### src/hdl/assert_macros.svh
// Assertion macros used by the RTL core.
`ifndef ASSERT_MACROS_SVH
`define ASSERT_MACROS_SVH
`ifndef ASSERT_OFF
`define ASSERT_IMPLY(label, ante, cons) \
  label: assert property (@(posedge clk) disable iff (!rst_n) (ante) |-> (cons)) \
    else $error("assertion failed");
`define ASSERT_DELAY(label, ante, n, cons) \
  label: assert property (@(posedge clk) disable iff (!rst_n) (ante) |-> ##n (cons)) \
    else $error("assertion failed");
`else
`define ASSERT_IMPLY(label, ante, cons)
`define ASSERT_DELAY(label, ante, n, cons)
`endif
`endif

### src/hdl/rgbhsv_pkg.sv
`default_nettype none
package rgbhsv_pkg;
  localparam int COMP_BITS = 8;
  localparam int FRAC_BITS = 16;
  localparam int QUOT_BITS = FRAC_BITS + 1;
  localparam int SUM_BITS = COMP_BITS + 1;
  localparam int NUM_BITS = COMP_BITS + 3;
  localparam logic [COMP_BITS-1:0] COMP_MAX = {COMP_BITS{1'b1}};

  typedef struct packed {
    logic [7:0] red;
    logic [7:0] green;
    logic [7:0] blue;
  } pixel_t;

  typedef struct packed {
    logic [15:0] hue;
    logic [16:0] sat_hsv;
    logic [16:0] sat_hsl;
    logic [7:0]  value;
    logic [8:0]  lightness_x2;
  } hsx_t;

  typedef struct packed {
    logic [COMP_BITS-1:0] value;
    logic [SUM_BITS-1:0]  sum;
    logic                 hue_zero;
    logic                 hsv_zero;
    logic                 hsl_zero;
  } side_t;
endpackage
`default_nettype wire

### src/hdl/rgb_to_hsv_hsl_core.sv
// Channel   Ports                     Direction
// request   start, in_data / busy     in / out
// result    out_valid, out_data       out
//
// One request is taken every cycle; busy stays low.
// Each result reaches the ports through two front stages, seventeen divider stages
// (the three restoring dividers run side by side, one quotient bit per stage) and
// the output register.
// Reset clears the valid bits of the pipeline; data registers are not reset.
// The receiver cannot stall, so the pipeline never holds.
`default_nettype none
`include "assert_macros.svh"
module rgb_to_hsv_hsl_core (
  input  wire logic               clk,
  input  wire logic               rst_n,
  input  wire logic               start,
  output logic                    busy,
  input  wire rgbhsv_pkg::pixel_t in_data,
  output logic                    out_valid,
  output rgbhsv_pkg::hsx_t        out_data
);
  localparam int CB = rgbhsv_pkg::COMP_BITS;
  localparam int SB = rgbhsv_pkg::SUM_BITS;
  localparam int NB = rgbhsv_pkg::NUM_BITS;
  localparam int QW = rgbhsv_pkg::QUOT_BITS;
  localparam logic [QW-1:0] SAT_ONE = QW'(1) << rgbhsv_pkg::FRAC_BITS;

  logic          accept;
  logic [CB-1:0] r_in, g_in, b_in, mx_nxt, mn_nxt;
  logic [CB-1:0] r_r, g_r, b_r, mx_r, mn_r;
  logic          v1_r;

  assign busy   = 1'b0;
  assign accept = start && !busy;
  assign r_in   = in_data.red[CB-1:0];
  assign g_in   = in_data.green[CB-1:0];
  assign b_in   = in_data.blue[CB-1:0];

  always_comb begin
    mx_nxt = r_in;
    if (g_in > mx_nxt) mx_nxt = g_in;
    if (b_in > mx_nxt) mx_nxt = b_in;
    mn_nxt = r_in;
    if (g_in < mn_nxt) mn_nxt = g_in;
    if (b_in < mn_nxt) mn_nxt = b_in;
  end

  always_ff @(posedge clk) begin
    if (!rst_n) begin
      v1_r <= 1'b0;
    end else begin
      v1_r <= accept;
    end
    r_r  <= r_in;
    g_r  <= g_in;
    b_r  <= b_in;
    mx_r <= mx_nxt;
    mn_r <= mn_nxt;
  end

  logic [CB-1:0] c;
  logic [SB-1:0] sum;
  logic [NB-1:0] c_ext, r_ext, g_ext, b_ext, six_c, num_nxt;
  logic [SB-1:0] dl_nxt;
  logic [SB:0]   two_m_minus;
  rgbhsv_pkg::side_t side_nxt;

  logic [NB-1:0] num_r, six_c_r;
  logic [CB-1:0] c_r, mx2_r;
  logic [SB-1:0] dl_r;
  rgbhsv_pkg::side_t side2_r;
  logic          v2_r;

  always_comb begin
    c           = mx_r - mn_r;
    sum         = {1'b0, mx_r} + {1'b0, mn_r};
    c_ext       = NB'(c);
    r_ext       = NB'(r_r);
    g_ext       = NB'(g_r);
    b_ext       = NB'(b_r);
    six_c       = (c_ext << 2) + (c_ext << 1);
    if (g_r == mx_r) begin
      num_nxt = b_ext + (c_ext << 1) - r_ext;
    end else if (b_r == mx_r) begin
      num_nxt = r_ext + (c_ext << 2) - g_ext;
    end else if (g_r >= b_r) begin
      num_nxt = g_ext - b_ext;
    end else begin
      num_nxt = six_c + g_ext - b_ext;
    end
    two_m_minus = {rgbhsv_pkg::COMP_MAX, 1'b0} - {1'b0, sum};
    dl_nxt      = (sum <= SB'(rgbhsv_pkg::COMP_MAX)) ? sum : two_m_minus[SB-1:0];
    side_nxt.value    = mx_r;
    side_nxt.sum      = sum;
    side_nxt.hue_zero = (c == '0);
    side_nxt.hsv_zero = (mx_r == '0);
    side_nxt.hsl_zero = (mx_r == '0) || (mn_r == rgbhsv_pkg::COMP_MAX);
  end

  always_ff @(posedge clk) begin
    if (!rst_n) begin
      v2_r <= 1'b0;
    end else begin
      v2_r <= v1_r;
    end
    num_r   <= num_nxt;
    six_c_r <= six_c;
    c_r     <= c;
    mx2_r   <= mx_r;
    dl_r    <= dl_nxt;
    side2_r <= side_nxt;
  end

  logic [QW-1:0] q_hue, q_hsv, q_hsl;

  rgbhsv_div #(.XW(NB), .DW(NB)) u_div_hue (
    .clk(clk), .x(num_r), .d(six_c_r), .q(q_hue)
  );
  rgbhsv_div #(.XW(CB), .DW(CB)) u_div_hsv (
    .clk(clk), .x(c_r), .d(mx2_r), .q(q_hsv)
  );
  rgbhsv_div #(.XW(CB), .DW(SB)) u_div_hsl (
    .clk(clk), .x(c_r), .d(dl_r), .q(q_hsl)
  );

  rgbhsv_pkg::side_t side_r [QW];
  logic [QW-1:0]     vd_r;

  always_ff @(posedge clk) begin
    if (!rst_n) begin
      vd_r <= '0;
    end else begin
      vd_r <= {vd_r[QW-2:0], v2_r};
    end
    side_r[0] <= side2_r;
    for (int i = 1; i < QW; i++) begin
      side_r[i] <= side_r[i-1];
    end
  end

  rgbhsv_pkg::hsx_t out_nxt, out_data_r;
  logic             out_valid_r;

  always_comb begin
    out_nxt.hue          = side_r[QW-1].hue_zero ? '0 : q_hue[15:0];
    out_nxt.sat_hsv      = side_r[QW-1].hsv_zero ? '0 : q_hsv;
    out_nxt.sat_hsl      = side_r[QW-1].hsl_zero ? '0 : q_hsl;
    out_nxt.value        = 8'(side_r[QW-1].value);
    out_nxt.lightness_x2 = 9'(side_r[QW-1].sum);
  end

  always_ff @(posedge clk) begin
    if (!rst_n) begin
      out_valid_r <= 1'b0;
    end else begin
      out_valid_r <= vd_r[QW-1];
    end
    out_data_r <= out_nxt;
  end

  assign out_valid = out_valid_r;
  assign out_data  = out_data_r;

  `ASSERT_DELAY(a_req_to_result, accept, 20, out_valid)
  `ASSERT_DELAY(a_no_spurious, !accept, 20, !out_valid)
  `ASSERT_IMPLY(a_sat_range, out_valid, (out_data.sat_hsv <= SAT_ONE) && (out_data.sat_hsl <= SAT_ONE))
endmodule
`default_nettype wire

### src/hdl/rgbhsv_div.sv
`default_nettype none
module rgbhsv_div #(
  parameter int XW = 8,
  parameter int DW = 8
) (
  input  wire logic                             clk,
  input  wire logic [XW-1:0]                    x,
  input  wire logic [DW-1:0]                    d,
  output logic      [rgbhsv_pkg::QUOT_BITS-1:0] q
);
  localparam int QW = rgbhsv_pkg::QUOT_BITS;

  logic [DW-1:0] rem_r [QW];
  logic [DW-1:0] d_r   [QW];
  logic [QW-1:0] q_r   [QW];
  logic [XW+DW-1:0] x_ext;

  assign x_ext = {{DW{1'b0}}, x} >> 1;

  for (genvar i = 0; i < QW; i++) begin : g_step
    logic [DW-1:0] rem_in;
    logic [DW-1:0] d_in;
    logic [QW-1:0] q_in;
    logic          bit_in;
    logic [DW:0]   trial;
    logic          ge;
    logic [DW:0]   diff;
    logic [DW-1:0] rem_nxt;
    logic [QW-1:0] q_nxt;

    if (i == 0) begin : g_first
      assign rem_in = x_ext[DW-1:0];
      assign d_in   = d;
      assign q_in   = '0;
      assign bit_in = x[0];
    end else begin : g_next
      assign rem_in = rem_r[i-1];
      assign d_in   = d_r[i-1];
      assign q_in   = q_r[i-1];
      assign bit_in = 1'b0;
    end

    always_comb begin
      trial   = {rem_in, bit_in};
      ge      = trial >= {1'b0, d_in};
      diff    = trial - {1'b0, d_in};
      rem_nxt = ge ? diff[DW-1:0] : trial[DW-1:0];
      q_nxt   = {q_in[QW-2:0], ge};
    end

    always_ff @(posedge clk) begin
      rem_r[i] <= rem_nxt;
      d_r[i]   <= d_in;
      q_r[i]   <= q_nxt;
    end
  end

  assign q = q_r[QW-1];
endmodule
`default_nettype wire

### config.mk
export PLATFORM = sky130hd
export DESIGN_NAME = rgb_to_hsv_hsl_core
export DESIGN_NICKNAME = d
export VERILOG_FILES = /design/src/hdl/rgbhsv_pkg.sv /design/src/hdl/rgb_to_hsv_hsl_core.sv /design/src/hdl/rgbhsv_div.sv
export VERILOG_INCLUDE_DIRS = /design/src /design/src/hdl
export SDC_FILE = /design/constraint.sdc
export NUM_CORES = 2
export LEC_CHECK = 0
export ABC_AREA = 0
export BUFFER_PORTS_ARGS = -buffer_cell sky130_fd_sc_hd__buf_4
export CORE_MARGIN = 10
export CORE_UTILIZATION = 50
export DETAILED_ROUTE_END_ITERATION = 8
export PLACE_DENSITY = 0.68
export SYNTH_ARGS = -nofsm -noshare
export SYNTH_HDL_FRONTEND = slang
export SYNTH_SLANG_ARGS = --single-unit
### constraint.sdc
create_clock -name clk -period 4.4 [get_ports clk]
set_input_delay 0.22 -clock clk [delete_from_list [all_inputs] [get_ports clk]]
set_output_delay 0.22 -clock clk [all_outputs]
set_load 0.02 [all_outputs]
After elaboration in Yosys (flattened, before gate mapping)
Memories as Yosys holds them, arrays and structs flattened. A register that Yosys moved wholly into a read port is not among the register bits.
Cells that the tools add are included.
Storage, ports and cells
  flip-flop bits (word level): 136
  bits in writable memories: 2159
  input bits: 27
  output and inout bits: 69
  logic and storage cells: 214
  memories: 10
Cells by class
  add/subtract/negate cells: 62
  magnitude comparators: 57
  equality and inequality tests: 3
  multiplexer cells: 59
  reduce and logical (&&, ||, !) cells: 3
Memories
  side_r: depth 17, bits a word 20, rd ports 17, clocked after Yosys merged registers in 0, wr ports 17, RTL line rgb_to_hsv_hsl_core.sv:126  | rgbhsv_pkg::side_t side_r [QW];
  u_div_hsl.q_r: depth 17, bits a word 17, rd ports 17, clocked after Yosys merged registers in 1, wr ports 17, RTL line rgbhsv_div.sv:15  | logic [QW-1:0] q_r [QW];
  u_div_hsv.q_r: depth 17, bits a word 17, rd ports 17, clocked after Yosys merged registers in 1, wr ports 17, RTL line rgbhsv_div.sv:15
  u_div_hue.q_r: depth 17, bits a word 17, rd ports 17, clocked after Yosys merged registers in 1, wr ports 17, RTL line rgbhsv_div.sv:15
  u_div_hue.d_r: depth 17, bits a word 11, rd ports 16, clocked after Yosys merged registers in 0, wr ports 17, RTL line rgbhsv_div.sv:14  | logic [DW-1:0] d_r [QW];
  u_div_hue.rem_r: depth 17, bits a word 11, rd ports 16, clocked after Yosys merged registers in 0, wr ports 17, RTL line rgbhsv_div.sv:13  | logic [DW-1:0] rem_r [QW];
  +4 memories
Operator list (count)
  11-bit two-way mux: 20
  12-bit by 11-bit greater-or-equal comparator with 1-bit output: 16
  11-bit subtractor: 17
  8-bit two-way mux: 21
  9-bit two-way mux: 18
  10-bit by 9-bit greater-or-equal comparator with 1-bit output: 16
  9-bit by 8-bit greater-or-equal comparator with 1-bit output: 16
  8-bit subtractor: 18
  9-bit subtractor: 16
  11-bit by 8-bit subtractor with 11-bit output: 2
  8-bit == test: 2
  8-bit greater-or-equal comparator: 2
  8-bit greater-than comparator: 2
  8-bit zero test: 2
  8-bit less-than comparator: 2
  10-bit by 9-bit adder with 11-bit output: 1
  11-bit by 8-bit adder with 11-bit output: 1
  8-bit by 10-bit adder with 11-bit output: 1
  11-bit greater-or-equal comparator: 1
  10-bit by 8-bit subtractor with 11-bit output: 1
  8-bit by 9-bit adder with 10-bit output: 1
  8-bit by 8-bit adder with 9-bit output: 1
  8-bit by 9-bit greater-or-equal comparator with 1-bit output: 1
  9-bit by 8-bit <= comparator with 1-bit output, second input constant: 1
  other kinds (5): 5

Logic depth before layout (Yosys ltp)
  depth after elaboration: 7
  depth in mapped cells: 24
  mapped depth without buffers: 23

Modules after synthesis
A second synthesis with hierarchy kept.
Second synthesis, totals
  cells, all modules: 6350
  area total of the unflattened synthesis: 69864.5 µm²
By module, submodules not included
  rgbhsv_div at u_div_hue: instances 1, cells an instance 1998, area an instance 21040.2 µm², sequential area each 10109.7 µm²
  rgbhsv_div at u_div_hsl: instances 1, cells an instance 1683, area an instance 17375.4 µm², sequential area each 8828.5 µm²
  rgbhsv_div at u_div_hsv: instances 1, cells an instance 1470, area an instance 15812.7 µm², sequential area each 8187.9 µm²
  rgb_to_hsv_hsl_core: instances 1, cells an instance 1199, area an instance 15636.2 µm², sequential area each 10450.0 µm²

Worst setup path after synthesis
No wires, ideal clock.
  kind: reg2reg
  from: register mx_r[0]
  to: register num_r[10]
  setup time: 0.122 ns
  arrival time: 4.486 ns
  data required time: 4.278 ns
  path slack: -0.208 ns
  stages on the path, launching flop included: 22
  path buffers: 0
  clock period less this slack: 4.608 ns
  cells stage by stage: dfxtp_1 inv_1 ha_1 inv_1 fa_1 xor2_1 inv_1 fa_1 nor2b_1 nor2_1 nor2_1 a22oi_1 xor2_1 fa_1 inv_1 ha_1 o41ai_1 o21ai_0 xnor3_1 xnor2_1 a211oi_1 o21ai_1
Between the ends
  cells in the longest elaborated chain, start to end: 7
  elaborated cells on any way between the ends: 13
  those cells by class: add/sub (8); eq/ne (2); mux (3)
RTL lines
  start: declaration: RTL line rgb_to_hsv_hsl_core.sv:30  | logic [CB-1:0] r_r, g_r, b_r, mx_r, mn_r;
  start signal: assignment: RTL line rgb_to_hsv_hsl_core.sv:57  | mx_r <= mx_nxt;
  8-bit subtractor *: RTL line rgb_to_hsv_hsl_core.sv:75  | c = mx_r - mn_r;
  via c[2]: RTL line rgb_to_hsv_hsl_core.sv:61  | logic [CB-1:0] c;
  10-bit by 9-bit adder with 11-bit output: RTL line rgb_to_hsv_hsl_core.sv:81  | six_c = (c_ext << 2) + (c_ext << 1);
  11-bit by 8-bit adder with 11-bit output: RTL line rgb_to_hsv_hsl_core.sv:89  | num_nxt = six_c + g_ext - b_ext;
  11-bit by 8-bit subtractor with 11-bit output: RTL line rgb_to_hsv_hsl_core.sv:89
  11-bit two-way mux: RTL line rgb_to_hsv_hsl_core.sv:86  | end else if (g_r >= b_r) begin
  11-bit two-way mux: RTL line rgb_to_hsv_hsl_core.sv:84  | end else if (b_r == mx_r) begin
  11-bit two-way mux *: RTL line rgb_to_hsv_hsl_core.sv:82  | if (g_r == mx_r) begin
  via num_nxt[10]: RTL line rgb_to_hsv_hsl_core.sv:63  | logic [NB-1:0] c_ext, r_ext, g_ext, b_ext, six_c, num_nxt;
  end signal: assignment: RTL line rgb_to_hsv_hsl_core.sv:106  | num_r <= num_nxt;
  end: declaration: RTL line rgb_to_hsv_hsl_core.sv:68  | logic [NB-1:0] num_r, six_c_r;
The timed path passes the listed nets; every way through them passes the cells marked *.
A chain may end at the register's enable or synchronous reset.

Worst setup path after layout
  from: register mx_r[0]
  to: register num_r[8]
Same word-level chain as after synthesis.

==> results.json <==
{
  "status": "finished, violations left",
  "violations": "negative setup slack",
  "die_h_um": 369,
  "grt_overflow": 0,
  "dr.pass1.iters": 5,
  "grt_start_max_net_pins": 21,
  "synth-async-reset-ratio_pct": 0,
  "synth_edf_count": 0,
  "timing.fmax_ghz": 0.225,
  "cp_max_fo": 4,
  "num_vias": 37745,
  "slew_headroom_pct": 18.2,
  "setup_tns_ps": -54.6,
  "hold_depth": 2,
  "hp-start": "in_data[22]",
  "core_area_sq_um": 121000,
  "routed_wl_mm": 102,
  "ys_ff_latch": 1669,
  "fin_crit_sh_pct": 101,
  "setup_ws_ps": -38.6,
  "final_util_pct": 58.0,
  "drv_cap": 0,
  "antenna_found_initial": 0,
  "tightestPinTransition_ps": 1220,
  "rrSetupSlack_ps": -40,
  "netlist_instances": 5787,
  "die_w_um": 369,
  "yosys_warnings": 0,
  "drtIter0Drc": 1466,
  "io_pins": 96,
  "drive_gt1_share_pct": 9.93,
  "ant_nets": 0,
  "hpwl_mm": 75.6,
  "finalSetupViolCount": 2,
  "syn_area_sq_um": 60900,
  "rsz0062_at_grt": "yes",
  "reg2reg_depth": 22,
  "wl_per_cell_um": 13.0,
  "floorplan.initialDensity_pct": 50.2,
  "path_class": "register to register",
  "crit_path_end_kind": "register",
  "hp-class": "input pin to register",
  "grt_pass1_vias": 38316,
  "route.detailed.drc": 0,
  "critPathBufInv": 5,
  "synth-main-ff-cell": "dfxtp_1",
  "gp_congestion": 0.873,
  "fin_skew_ps": 32.3,
  "num_antenna_cells": 0,
  "nets": 6728,
  "synthToLayoutAreaGrowth_pct": 15.6,
  "crit_required_ps": 5080,
  "cts_tree": "built",
  "cpLargestDelayFamily": "adder cells",
  "final.min_clock_period_ps": 4440,
  "grt_pass1_wl_mm": 174,
  "cp-start-kind": "register",
  "clk_pin_slew_ps": 60,
  "synth_cell_types": 80,
  "hold_viol": 0,
  "clock_sinks": 1669,
  "cts_buffer_depth": 3,
  "clockRootBuffer": "clkbuf_16",
  "grt.total_usage_pct": 15.0,
  "reg2reg_from": "mx_r[0]",
  "timing.rr.end": "num_r[8]",
  "rows": 128,
  "seq_area_frac_synth_pct": 54.8,
  "clock_latency_ps": 790,
  "crit_path_max_incr_delay_ps": 470,
  "vias_per_cell": 4.82,
  "port_buffers": 94,
  "path_cells": "inv_2 -> ha_4 -> inv_4 -> fa_2 -> xor2_4 -> buf_6 -> ha_1 -> nand3_2 -> nand2_2 -> xor2_2 -> xnor2_2 -> fa_1 -> inv_2 -> ha_4 -> nand2_2 -> o22ai_4 -> o41ai_4 -> buf_4 -> xnor2_1 -> a21oi_1 -> mux2_2 -> mux2i_1",
  "slowest_stage": "fa_1",
  "die_area_sq_um": 136000,
  "arrival_ps": 5120,
  "maxSlewViolCount": 0,
  "synthesis.nets": 6433,
  "postSynthAreaPerCell_sq_um": 10.5,
  "htree_levels": 4,
  "holdPathEnd": "r_r[6]",
  "numCtsBuffers": 162
}
## metrics by stage
stage          cell area (sq um)  hold WS, ps  cells  worst slack (ps)
2_1_floorplan              61000          248   5787              20.1
3_3_place_gp               64000          309   7505             -96.0
3_5_place_dp               64000          312   7505              -119
4_1_cts                    70000         10.8   7829             -35.8
5_1_grt                    70400         56.4   7837              -226
6_report                   70400          109   7837             -38.6
## layout by cell type, fill, tap and decap left out, types with 8 or more instances in the layout
master,n
mux2_2,83
ha_4,9
xor2_1,117
a21o_1,129
dlygate4sd3_1,27
o21bai_1,23
o21a_1,15
a211o_1,9
nor2b_1,154
clkbuf_8,30
buf_4,166
nand4_1,85
clkbuf_1,20
o21ai_0,347
a211oi_1,26
nor2_1,380
nand2b_1,97
fa_1,69
inv_2,8
nand2_1,346
xnor2_1,161
nor4_1,10
mux2i_1,35
a21boi_0,79
clkinv_2,33
o211a_1,18
a21oi_1,254
o31ai_1,63
inv_1,743
nand3_1,49
nor3_2,10
a221oi_1,15
and2_1,48
ha_1,538
clkbuf_16,165
dfxtp_1,1666
a311oi_1,16
bufinv_16,21
## cell type report
cell class | count | area, sq um
Multi-Input combinational cell | 3299 | 24800
Tap cell | 1625 | 2030
Timing Repair Buffer | 194 | 1530
Clock inverter | 79 | 1140
Inverter | 756 | 2850
Sequential cell | 1669 | 33400
Clock buffer | 215 | 4620
Fill cell | 10088 | 51000
## state kept, by name (all words and copies together) (netlist names), 7 cells and up
register / flops
side_r: 197
u_div_hue.rem_r: 161
u_div_hue.d_r: 157
u_div_hsl.q_r: 153
u_div_hsv.q_r: 153
u_div_hsl.rem_r: 144
u_div_hue.q_r: 136
u_div_hsl.d_r: 131
u_div_hsv.rem_r: 128
u_div_hsv.d_r: 127
out_data: 67
side2_r: 20
vd_r: 17
num_r: 11
six_c_r: 9
b_r: 8
dl_r: 8
g_r: 8
mn_r: 8
mx_r: 8
r_r: 8
c_r: 7
## cells by family after synthesis
logic type | after synthesis | synth area share (%)
flip-flops | 1669 | 54.8
AND/OR/NAND/NOR | 1228 | 9.57
AO/OA/AOI/OAI | 1043 | 10.6
buffers and inverters | 819 | 5.10
adder cells (fa/ha/maj) | 619 | 13.6
XOR/XNOR | 290 | 4.22
multiplexers | 118 | 2.11
other | 1 | 0.00615
## Yosys cell counts (51+ instances only)
cell type  count  share of area [%]
o21ai_0      351                2.9
clkbuf_1      52               0.32
nand3_1       51               0.42
a21oi_1      257                2.1
mux2_2        83                1.5
nand2_1      348                2.1
xnor2_1      165                2.4
nor2_1       388                2.4
nor2b_1      155                1.6
dfxtp_1     1669                 55
o31ai_1       63               0.78
fa_1          71                2.3
a21boi_0      79               0.97
inv_1        752                4.6
xor2_1       122                1.8
ha_1         548                 11
a21o_1       129                1.6
nand4_1       85               0.87
nand2b_1      97                1.0
## worst reg2reg max path, cell delays in order, from the launching register on
cell and delay (ps):
dfxtp_2 320, inv_2 50, ha_4 130, inv_4 30, fa_2 430, xor2_4 240
buf_6 140, ha_1 290, nand3_2 80, nand2_2 90, xor2_2 200, xnor2_2 230
fa_1 470, inv_2 80, ha_4 210, nand2_2 90, o22ai_4 80, o41ai_4 360
buf_4 170, xnor2_1 110, a21oi_1 80, mux2_2 310, mux2i_1 130
## layer usage
metal / vias to the layer above / part of all wire [%] / global-route usage [%] / wire length (um)
met2: 491 / 52 / 28.3 / 52700
met4: 0 / 3.1 / 5.65 / 3190
met5: - / 0 / 0 / 0
li1: 19624 / - / - / -
met1: 17394 / 42 / 16.1 / 42900
met3: 236 / 3.5 / 3.21 / 3550
## repair_timing
action	in CTS	in global routing
buffers inserted	3	8
gates cloned	0	0
resized for setup	8	66
setup endpoints to repair	3	5
pin swaps	6	31
hold endpoints to repair	60	0
hold buffers	27	0
## worst max-delay path by stage
stage,startpoint,to,slack (ps),cells past startpoint
after global placement,mx_r[0],num_r[10],-100,22
after detailed placement,mx_r[0],num_r[10],-120,22
after global routing,mx_r[0],num_r[10],-230,23
after CTS,mx_r[0],num_r[10],-40,23
final,mx_r[0],num_r[8],-40,22
after floorplan,mx_r[0],num_r[10],20,24
Power is left out: the tool's default activity adds up to more than one toggle a clock period on the data nets, which glitch-free logic cannot reach.
